`config.mk`:
```
export PLATFORM = sky130hd
export DESIGN_NAME = aging_priority_scheduler
export DESIGN_NICKNAME = d
export VERILOG_FILES = /design/src/aps_pkg.sv /design/src/aging_priority_scheduler.sv
export SDC_FILE = /design/constraint.sdc
export NUM_CORES = 1
export LEC_CHECK = 0
export BUFFER_PORTS_ARGS = -buffer_cell sky130_fd_sc_hd__buf_2
export CAP_MARGIN = 15
export CORE_ASPECT_RATIO = 1.75
export CORE_MARGIN = 5
export CORE_UTILIZATION = 50
export CTS_BUF_LIST = sky130_fd_sc_hd__clkbuf_8
export DETAILED_ROUTE_END_ITERATION = 10
export HOLD_SLACK_MARGIN = 0.02
export PLACE_DENSITY = 0.68
export SLEW_MARGIN = 20
export SYNTH_ARGS = -nofsm -noshare
export SYNTH_HDL_FRONTEND = slang
export SYNTH_SLANG_ARGS = --single-unit
```
`constraint.sdc`:
```
create_clock -name clk -period 8.9 [get_ports clk]
set_clock_uncertainty 0.15 [all_clocks]
set_input_delay 1.78 -clock clk [delete_from_list [all_inputs] [get_ports clk]]
set_output_delay 1.78 -clock clk [all_outputs]
set_load 0.02 [all_outputs]
```
`src/aps_pkg.sv`:
```
`default_nettype none

package aps_pkg;

	localparam int unsigned MAX_PROCS = 16;
	localparam int unsigned IDX_W     = (MAX_PROCS > 1) ? $clog2(MAX_PROCS) : 1;
	localparam int unsigned CNT_W     = $clog2(MAX_PROCS + 1);

	localparam logic [7:0]  PRIO_MAX = 8'hFF;
	localparam logic [15:0] SKIP_MAX = 16'hFFFF;

	typedef enum logic {
		OP_ADD  = 1'b0,
		OP_TICK = 1'b1
	} op_t;

	typedef enum logic [1:0] {
		ST_GRANTED  = 2'd0,
		ST_EMPTY    = 2'd1,
		ST_ADDED    = 2'd2,
		ST_REJECTED = 2'd3
	} status_t;

	typedef struct packed {
		logic [7:0]  id;
		logic [7:0]  base;
		logic [7:0]  prio;
		logic [15:0] left;
		logic [15:0] skips;
	} entry_t;

endpackage

`default_nettype wire

```
`src/aging_priority_scheduler.sv`:
```
// Aging priority scheduler.
// Input channel s_*: one request per handshake. s_tuser selects add (0) or tick (1);
// s_tdata carries proc_id, base_prio and run_time. Output channel m_*: exactly one
// result per request, status in m_tuser and the grant details in m_tdata.
// The process table lives in one synchronous memory of MAX_PROCS entries, kept packed
// in insertion order, with the fill count in a register.
// An add (or a tick on an empty table) goes from acceptance through the S_RESP state into
// the output register, which raises m_tvalid. A tick on a filled table first makes two
// passes over its used entries and then goes through S_RESP in the same way:
// one read pass over the memory picks the highest current priority (earliest slot wins
// ties), a second read/write pass ages the losers, updates the winner and closes the gap
// when the winner runs out of time. Both passes use the single memory read port.
// One request is in flight at a time; s_tready is high only while the block waits for
// work, and a finished result waits in the output register while the next request is
// taken. If the receiver stalls, the result holds on m_tdata/m_tuser and the next
// result waits until the register is free.
// Reset empties the table at once (fill count cleared); no clearing pass is needed.
`default_nettype none

module aging_priority_scheduler (
	input  wire logic        clk,
	input  wire logic        arst_n,
	input  wire logic        s_tvalid,
	output logic             s_tready,
	input  wire logic [31:0] s_tdata,  // proc_id[7:0], base_prio[15:8], run_time[31:16]
	input  wire logic        s_tuser,  // op
	output logic             m_tvalid,
	input  wire logic        m_tready,
	output logic [55:0]      m_tdata,  // granted_id, prio_at_grant, skips_at_grant,
	                                   // time_left, finished, zero fill
	output logic [1:0]       m_tuser   // status
);
	import aps_pkg::*;

	typedef enum logic [1:0] {
		S_IDLE,
		S_SCAN,
		S_AGE,
		S_RESP
	} state_t;

	state_t           state_q;
	logic [CNT_W-1:0] count_q;
	logic [IDX_W-1:0] rd_ptr_q;
	logic             issue_q;
	logic             valid_s1;
	logic [IDX_W-1:0] idx_s1;
	entry_t           rdata_s1;
	logic [IDX_W-1:0] win_q;
	entry_t           win_q_ent;
	status_t          res_status_q;
	logic [55:0]      res_data_q;

	entry_t           mem [MAX_PROCS];
	logic             mem_we;
	logic [IDX_W-1:0] mem_waddr;
	entry_t           mem_wdata;

	logic [CNT_W-1:0] cnt_m1;
	logic [IDX_W-1:0] last_idx;
	logic             accept;
	logic [7:0]       in_id;
	logic [7:0]       in_base;
	logic [15:0]      in_time;
	logic             add_ok;
	logic [15:0]      win_left_dec;
	logic             win_fin;
	entry_t           aged;
	entry_t           win_upd;
	logic [55:0]      grant_data;

	assign s_tready = (state_q == S_IDLE);
	assign accept   = s_tvalid && s_tready;
	assign in_id    = s_tdata[7:0];
	assign in_base  = s_tdata[15:8];
	assign in_time  = s_tdata[31:16];
	assign add_ok   = (count_q < CNT_W'(MAX_PROCS)) && (in_time != 16'd0);
	assign cnt_m1   = count_q - CNT_W'(1);
	assign last_idx = cnt_m1[IDX_W-1:0];

	assign win_left_dec = win_q_ent.left - {15'd0, (win_q_ent.left != 16'd0)};
	assign win_fin      = (win_left_dec == 16'd0);
	assign grant_data   = {7'd0, win_fin, win_left_dec, win_q_ent.skips, win_q_ent.prio,
	                       win_q_ent.id};

	always_comb begin
		aged       = rdata_s1;
		aged.prio  = (rdata_s1.prio == PRIO_MAX) ? rdata_s1.prio : rdata_s1.prio + 8'd1;
		aged.skips = (rdata_s1.skips == SKIP_MAX) ? rdata_s1.skips : rdata_s1.skips + 16'd1;
		win_upd       = win_q_ent;
		win_upd.prio  = win_q_ent.base;
		win_upd.left  = win_left_dec;
		win_upd.skips = 16'd0;
	end

	// memory write port
	always_comb begin
		mem_we    = 1'b0;
		mem_waddr = idx_s1;
		mem_wdata = aged;
		if (state_q == S_IDLE) begin
			mem_we          = accept && (s_tuser == OP_ADD) && add_ok;
			mem_waddr       = count_q[IDX_W-1:0];
			mem_wdata.id    = in_id;
			mem_wdata.base  = in_base;
			mem_wdata.prio  = in_base;
			mem_wdata.left  = in_time;
			mem_wdata.skips = 16'd0;
		end else if (state_q == S_AGE && valid_s1) begin
			if (idx_s1 == win_q) begin
				mem_we    = !win_fin;
				mem_wdata = win_upd;
			end else begin
				mem_we = 1'b1;
				if (win_fin && idx_s1 > win_q) begin
					mem_waddr = idx_s1 - IDX_W'(1);
				end
			end
		end
	end

	always_ff @(posedge clk) begin
		if (mem_we) begin
			mem[mem_waddr] <= mem_wdata;
		end
		rdata_s1 <= mem[rd_ptr_q];
	end

	always_ff @(posedge clk or negedge arst_n) begin
		if (!arst_n) begin
			state_q      <= S_IDLE;
			count_q      <= '0;
			rd_ptr_q     <= '0;
			issue_q      <= 1'b0;
			valid_s1     <= 1'b0;
			idx_s1       <= '0;
			win_q        <= '0;
			win_q_ent    <= '0;
			res_status_q <= ST_EMPTY;
			res_data_q   <= '0;
			m_tvalid     <= 1'b0;
			m_tdata      <= '0;
			m_tuser      <= '0;
		end else begin
			if (m_tvalid && m_tready) begin
				m_tvalid <= 1'b0;
			end
			valid_s1 <= 1'b0;
			unique case (state_q)
				S_IDLE: begin
					if (accept) begin
						res_data_q <= '0;
						state_q    <= S_RESP;
						if (s_tuser == OP_ADD) begin
							if (add_ok) begin
								res_status_q <= ST_ADDED;
								count_q      <= count_q + CNT_W'(1);
							end else begin
								res_status_q <= ST_REJECTED;
							end
						end else if (count_q == '0) begin
							res_status_q <= ST_EMPTY;
						end else begin
							rd_ptr_q <= '0;
							issue_q  <= 1'b1;
							state_q  <= S_SCAN;
						end
					end
				end
				S_SCAN, S_AGE: begin
					if (issue_q) begin
						valid_s1 <= 1'b1;
						idx_s1   <= rd_ptr_q;
						if (rd_ptr_q == last_idx) begin
							issue_q <= 1'b0;
						end else begin
							rd_ptr_q <= rd_ptr_q + IDX_W'(1);
						end
					end
					if (state_q == S_SCAN) begin
						if (valid_s1 && (idx_s1 == '0 || rdata_s1.prio > win_q_ent.prio)) begin
							win_q     <= idx_s1;
							win_q_ent <= rdata_s1;
						end
						if (valid_s1 && idx_s1 == last_idx) begin
							rd_ptr_q <= '0;
							issue_q  <= 1'b1;
							state_q  <= S_AGE;
						end
					end else if (valid_s1 && idx_s1 == last_idx) begin
						res_status_q <= ST_GRANTED;
						res_data_q   <= grant_data;
						if (win_fin) begin
							count_q <= cnt_m1;
						end
						state_q <= S_RESP;
					end
				end
				S_RESP: begin
					if (!m_tvalid || m_tready) begin
						m_tvalid <= 1'b1;
						m_tdata  <= res_data_q;
						m_tuser  <= res_status_q;
						state_q  <= S_IDLE;
					end
				end
				default: begin
					state_q <= S_IDLE;
				end
			endcase
		end
	end

`ifndef SYNTHESIS
	a_count_bound: assert property (@(posedge clk) disable iff (!arst_n)
		count_q <= CNT_W'(MAX_PROCS))
		else $error("fill count above table size");

	a_add_grows: assert property (@(posedge clk) disable iff (!arst_n)
		(accept && s_tuser == OP_ADD && add_ok) |=> (count_q == $past(count_q) + CNT_W'(1)))
		else $error("accepted add did not grow the table");

	a_write_in_range: assert property (@(posedge clk) disable iff (!arst_n)
		(mem_we && state_q == S_AGE) |-> ({1'b0, mem_waddr} < {1'b0, count_q}))
		else $error("write beyond used entries");

	a_idle_quiet: assert property (@(posedge clk) disable iff (!arst_n)
		(state_q == S_IDLE) |-> (!valid_s1 && !issue_q))
		else $error("memory pass active while idle");

	a_tick_waits: assert property (@(posedge clk) disable iff (!arst_n)
		(accept && s_tuser == OP_TICK && count_q != '0) |=> (state_q == S_SCAN))
		else $error("tick on a filled table did not start a scan");
`endif

endmodule

`default_nettype wire

```
# --- Word-level counts from Yosys, hierarchy flattened ---
# Memories as Yosys holds them, arrays and structs flattened. A register that Yosys moved wholly into a read port is not among the register bits.
# Cells that the tools add are included.
totals:
  register_bits: 194
  out_inout_bits: 60
  mem_bits_rw: 896
  elab_cells: 137
  memories: 1
op_classes:
  n_mux: 61
  n_bitwise: 1
  add_sub_neg: 7
  n_eq_ne: 18
  order_cmp: 3
  reduce_logical: 29
memory_table:
  columns: ["name", "words", "word_bits", "rd", "rd_ports_with_merged_regs", "write_ports", "line_no", "text"]
  rows:
  - ["mem", 16, 56, 1, 1, 1, "aging_priority_scheduler.sv:54", "entry_t mem [MAX_PROCS];"]
ops:
  columns: ["operator", "count"]
  rows:
  - ["56-bit 2-to-1 mux", 6]
  - ["56-bit one-hot mux with 2 select lines", 1]
  - ["4-bit 2-to-1 mux", 11]
  - ["16-bit nonzero test", 2]
  - ["5-bit 2-to-1 mux", 6]
  - ["2-bit 2-to-1 mux", 12]
  - ["1-bit 2-to-1 mux", 18]
  - ["16-bit by 1-bit adder with 16-bit output, second input constant", 1]
  - ["16-bit equality test, second input constant", 1]
  - ["16-bit logical NOT", 1]
  - ["16-bit 2-to-1 mux", 1]
  - ["16-bit by 1-bit subtractor with 16-bit output", 1]
  - ["4-bit equality test", 3]
  - ["2-bit inequality test, second input constant", 6]
  - ["5-bit one-hot mux with 2 select lines", 1]
  - ["1-bit logical AND", 9]
  - ["8-bit by 1-bit adder with 8-bit output, second input constant", 1]
  - ["8-bit equality test, second input constant", 1]
  - ["8-bit > comparator", 1]
  - ["8-bit 2-to-1 mux", 1]
  - ["4-bit one-hot mux with 2 select lines", 1]
  - ["4-bit AND reduction", 2]
  - ["7-bit AND reduction", 1]
  - ["2-bit by 1-bit inequality test with 1-bit output, second input constant", 3]
  - ["other kinds (23)", 28]

# --- Depth between registers and ports, before layout ---
depth:
  ltp_word: 9
  ltp_mapped: 12
  ltp_nobuf: 11

# --- Worst setup path after synthesis ---
# OpenSTA, ideal clock, no wires.
synth_path:
  path_type: "register -> register"
  startpoint: "reg win_q_ent[26] in the netlist's numbering"
  endpoint: "mem mem[10][0] in the netlist's numbering (enable)"
  slack_ns: -0.351
  arrival_time_ns: 8.492
  n_path_buf: 1
  t_required_ns: 8.142
  path_stages_with_launch: 13
  period_less_slack_ns: 9.251
  path_cell_list: "dfrtp_1 or4_1 nor2_1 nand4_1 ha_1 nor2b_1 and4bb_2 xnor2_1 nand4_4 buf_6 nor4_1 o31ai_2 nor4_1"
synth_via:
  elab_chain_len: 9
  word_cells_on_any_way: 14
  classes_between: "add/sub: 1; mux: 9; reduce/logical: 4"
synth_rtl:
  columns: ["element", "line_no", "text"]
  rows:
  - ["start: declaration", "aging_priority_scheduler.sv:50", "entry_t win_q_ent;"]
  - ["start signal: assignment", "aging_priority_scheduler.sv:183", "win_q_ent <= rdata_s1;"]
  - ["16-bit nonzero test", "aging_priority_scheduler.sv:81", "assign win_left_dec = win_q_ent.left - {15'd0, (win_q_ent.left != 16'd0)};"]
  - ["16-bit by 1-bit subtractor with 16-bit output *", "aging_priority_scheduler.sv:81", null]
  - ["16-bit logical NOT *", "aging_priority_scheduler.sv:82", "assign win_fin = (win_left_dec == 16'd0);"]
  - ["1-bit logical NOT", "aging_priority_scheduler.sv:111", "mem_we = !win_fin;"]
  - ["1-bit 2-to-1 mux", "aging_priority_scheduler.sv:110", "if (idx_s1 == win_q) begin"]
  - ["1-bit 2-to-1 mux", "aging_priority_scheduler.sv:109", "end else if (state_q == S_AGE && valid_s1) begin"]
  - ["1-bit 2-to-1 mux", "aging_priority_scheduler.sv:101", "if (state_q == S_IDLE) begin"]
  - ["1-bit 2-to-1 mux", "aging_priority_scheduler.sv:123", "if (mem_we) begin"]
  - ["1-bit 2-to-1 mux (not written as such)", "aging_priority_scheduler.sv:124", "mem[mem_waddr] <= mem_wdata;"]
  - ["end: declaration", "aging_priority_scheduler.sv:54", null]
# Every way passes the cells marked *; elsewhere a longest branch is shown, timed or not.

# --- Worst setup path after layout ---
layout_path:
  startpoint: "reg win_q_ent[26] in the netlist's numbering"
  endpoint: "mem mem[10][32] in the netlist's numbering (enable)"
# Same word-level chain as after synthesis.

==> impl_metrics.env <==
export IMPL_dieArea_um2=95700
export IMPL_post_cts_setup_buffers=0
export IMPL_hpwl_um=60400
export IMPL_timing_hold_ws_ns=0.326
export IMPL_worstSetupPathType="reg -> reg"
export IMPL_grt_max_degree=125
export IMPL_cts_sinks=1132
export IMPL_ios=97
export IMPL_switching_share_pct=34.9
export IMPL_antenna_found_initial=3
export IMPL_yosysWarnings=0
export IMPL_grt_use_met2_pct=37.8
export IMPL_seqPwrFrac_pct=46.0
export IMPL_min_period_ns=5.52
export IMPL_r2r_start="win_q_ent[26]"
export IMPL_areaGrowthSynthToFinish_pct=11.5
export IMPL_synth_ff_type="edfxtp_1"
export IMPL_internal_power_mw=11.4
export IMPL_switchingPower_mw=6.13
export IMPL_numCtsBuffers=151
export IMPL_status="completed"
export IMPL_seq_area_frac_synth_pct=72.8
export IMPL_hp_class="reg -> reg"
export IMPL_core_area_um2=89100
export IMPL_grtUsageMet3_pct=3.70
export IMPL_final_nets=2841
export IMPL_fmax_mhz=181
export IMPL_gp_congestion=0.825
export IMPL_slew_headroom_pct=21.3
export IMPL_place_area_um2=46800
export IMPL_synthCells=2609
export IMPL_synth_area_um2=44700
export IMPL_wl_um=104000
export IMPL_required_ns=9.15
export IMPL_cts_htree_levels=4
export IMPL_clock_path_buffers=3
export IMPL_worst_setup_path_end_kind="flop"
export IMPL_min_from="res_status_q[1]"
export IMPL_async_reset_ff_share_pct=15.9
export IMPL_crit_start="win_q_ent[26]"
export IMPL_cts_root_buffer="clkbuf_8"
export IMPL_rsz0062_at_grt="false"
export IMPL_hold_violations=0
export IMPL_finalSetupTns_ns=0
export IMPL_yosysUniqueCellTypes=68
export IMPL_layout_common_cells="edfxtp_1, mux2i_1, clkbuf_8"
export IMPL_power_frac_comb_pct=32.7
export IMPL_p_clk_share_pct=21.3
export IMPL_grt_busiest_layer="met2"
export IMPL_die_h_um=405
export IMPL_cts_hold_buffers=0
export IMPL_cts_resized=0
export IMPL_vias=24200
export IMPL_ys_ff_latch=1132
export IMPL_grt_overflow_total=0
export IMPL_initial_core_util_pct=50.2
export IMPL_synth_enable_flop_cells=896
export IMPL_p_total_mw=17.6
export IMPL_cts_tree="built"
export IMPL_path_clk_slew_ns=0.06
export IMPL_setup_violations=0
export IMPL_p_leak_nw=17.6
export IMPL_final_common_cell="edfxtp_1"
export IMPL_track_usage_pct=21.6
export IMPL_met1_usage_pct=27.3
export IMPL_path_max_fanout=56
export IMPL_maxSlewViolCount=0
export IMPL_portBuffers=89
export IMPL_wl_per_cell_um=25.4
export IMPL_drt_first_pass_iters=5
export IMPL_start_kind="flop"
export IMPL_die_w_um=236
export IMPL_final_area_um2=49800
export IMPL_vdd_ir_drop_max_mv=0.265
export IMPL_final_antenna_net_count=0
export IMPL_clk_latency_ns=0.79
export IMPL_post_route_drc_count=0
export IMPL_arrival_ns=5.77
export IMPL_power_density_nw_per_um2=353
export IMPL_worst_pin_slew_ns=1.18
export IMPL_syn_avg_cell_area_um2=17.1
export IMPL_nFillCells=6796
export IMPL_viasPerCell=5.93
export IMPL_cap_violations=0
export IMPL_drt_first_iter_violations=1881
export IMPL_first_global_vias=25300
export IMPL_rows=145
export IMPL_layout_drive_gt1_share_pct=24.5
export IMPL_period_share_pct=62.1
export IMPL_grt_pass1_wl_um=157000
-- metrics by stage --
stage | setup slack [ns] | cells | utilization, %
4_1_cts | 3.38 | 4077 | 55.8
6_report | 3.38 | 4080 | 55.9
3_5_place_dp | 3.43 | 3797 | 52.5
3_3_place_gp | 3.72 | 3797 | 52.5
2_1_floorplan | -0.350 | 2615 | -
5_1_grt | 3.07 | 4080 | 55.9
-- synthesized netlist by cell type (5+ instances only) --
master	n	area share, %
mux4_2	112	5.6
clkbuf_1	98	0.82
nand2b_1	9	0.13
o21ai_0	173	1.9
nand4_1	5	0.070
nor4_1	29	0.41
nand3_1	21	0.24
dfxtp_1	56	2.5
o21a_1	6	0.10
nand2_1	148	1.2
buf_2	6	0.067
xor2_1	23	0.45
a21o_1	6	0.10
dfrtp_1	179	10
inv_1	29	0.24
a21oi_1	89	1.0
a22o_1	29	0.57
xnor2_1	19	0.37
ha_1	28	0.78
nor3_1	13	0.15
nor2_1	39	0.33
buf_4	7	0.12
a22oi_1	57	0.96
edfxtp_1	896	60
nor2b_1	12	0.17
a221oi_1	57	1.1
mux2_2	165	4.2
and3_1	6	0.084
buf_1	37	0.31
mux2i_1	187	4.2
-- worst max-delay path, cell delays in order (launching register included) --
cell	delay (ns)
dfrtp_1	0.42
or4_1	0.61
nor2_1	0.12
nand4_1	0.14
ha_1	0.27
nor4b_1	0.18
xnor2_1	0.28
nor4b_2	0.41
nand4_4	0.30
nor4_1	0.64
o31ai_2	0.29
nor4_2	0.33
buf_4	0.93
-- routing by layer --
metal,vias to the layer above,routed length (um)
li1,10600,-
met1,12600,40300
met2,818,54100
met3,190,6310
met4,0,3080
met5,-,0
-- worst paths after layout --
kind / end / slack, ns / cells past startpoint
max: mem[10][32] / 3.38 / 12
min: res_status_q[1] / 0.33 / 2
max reg2reg: mem[10][32] / 3.38 / 12
min reg2reg: res_status_q[1] / 0.33 / 2
max in group asynchronous: res_data_q[31] / 6.45 / 2
min in group asynchronous: grant_data[14] / 0.87 / 1
-- flip-flops by register name, summed over array words and instances (netlist names) --
signal,flops
aged,32
mem,896
rdata_s1,24
win_q_ent,24
m_tvalid,1
count_q,5
m_tdata,49
rd_ptr_q,4
res_data_q,49
res_status_q,2
issue_q,1
valid_s1,1
idx_s1,4
grant_data,32
win_q,4
state_q,2
m_tuser,2
-- power groups by stage --
stage	Clock (mW)	Combinational, mW	Sequential (mW)
3_5_place_dp	0	5.73	8.20
4_1_cts	3.85	5.74	8.08
3_3_place_gp	0	5.55	8.16
6_report	3.75	5.74	8.07
2_1_floorplan	0	3.85	8.00
5_1_grt	4.08	6.23	8.15
-- area by class of cell --
class	count	area [um^2]	share of cell area, %
clock buffers	178	2450	4.92
clock inverters	102	497	0.997
multi-input cells	1304	11700	23.5
inverters	29	109	0.219
diodes	1	2.50	0.00502
well taps	1176	1470	2.95
repair buffers	158	1010	2.03
flip-flops and latches	1132	32500	65.3
-- cells by family after synthesis --
group / count (synthesis) / synth area share [%]
flip-flops: 1132 / 72.8
XOR/XNOR: 45 / 0.961
AND/OR/NAND/NOR: 308 / 3.33
multiplexers: 464 / 14.0
AO/OA/AOI/OAI: 452 / 6.50
adder cells (fa/ha/maj): 28 / 0.784
buffers and inverters: 179 / 1.61
other: 1 / 0.00839
Power figures use the tool's default switching activity.
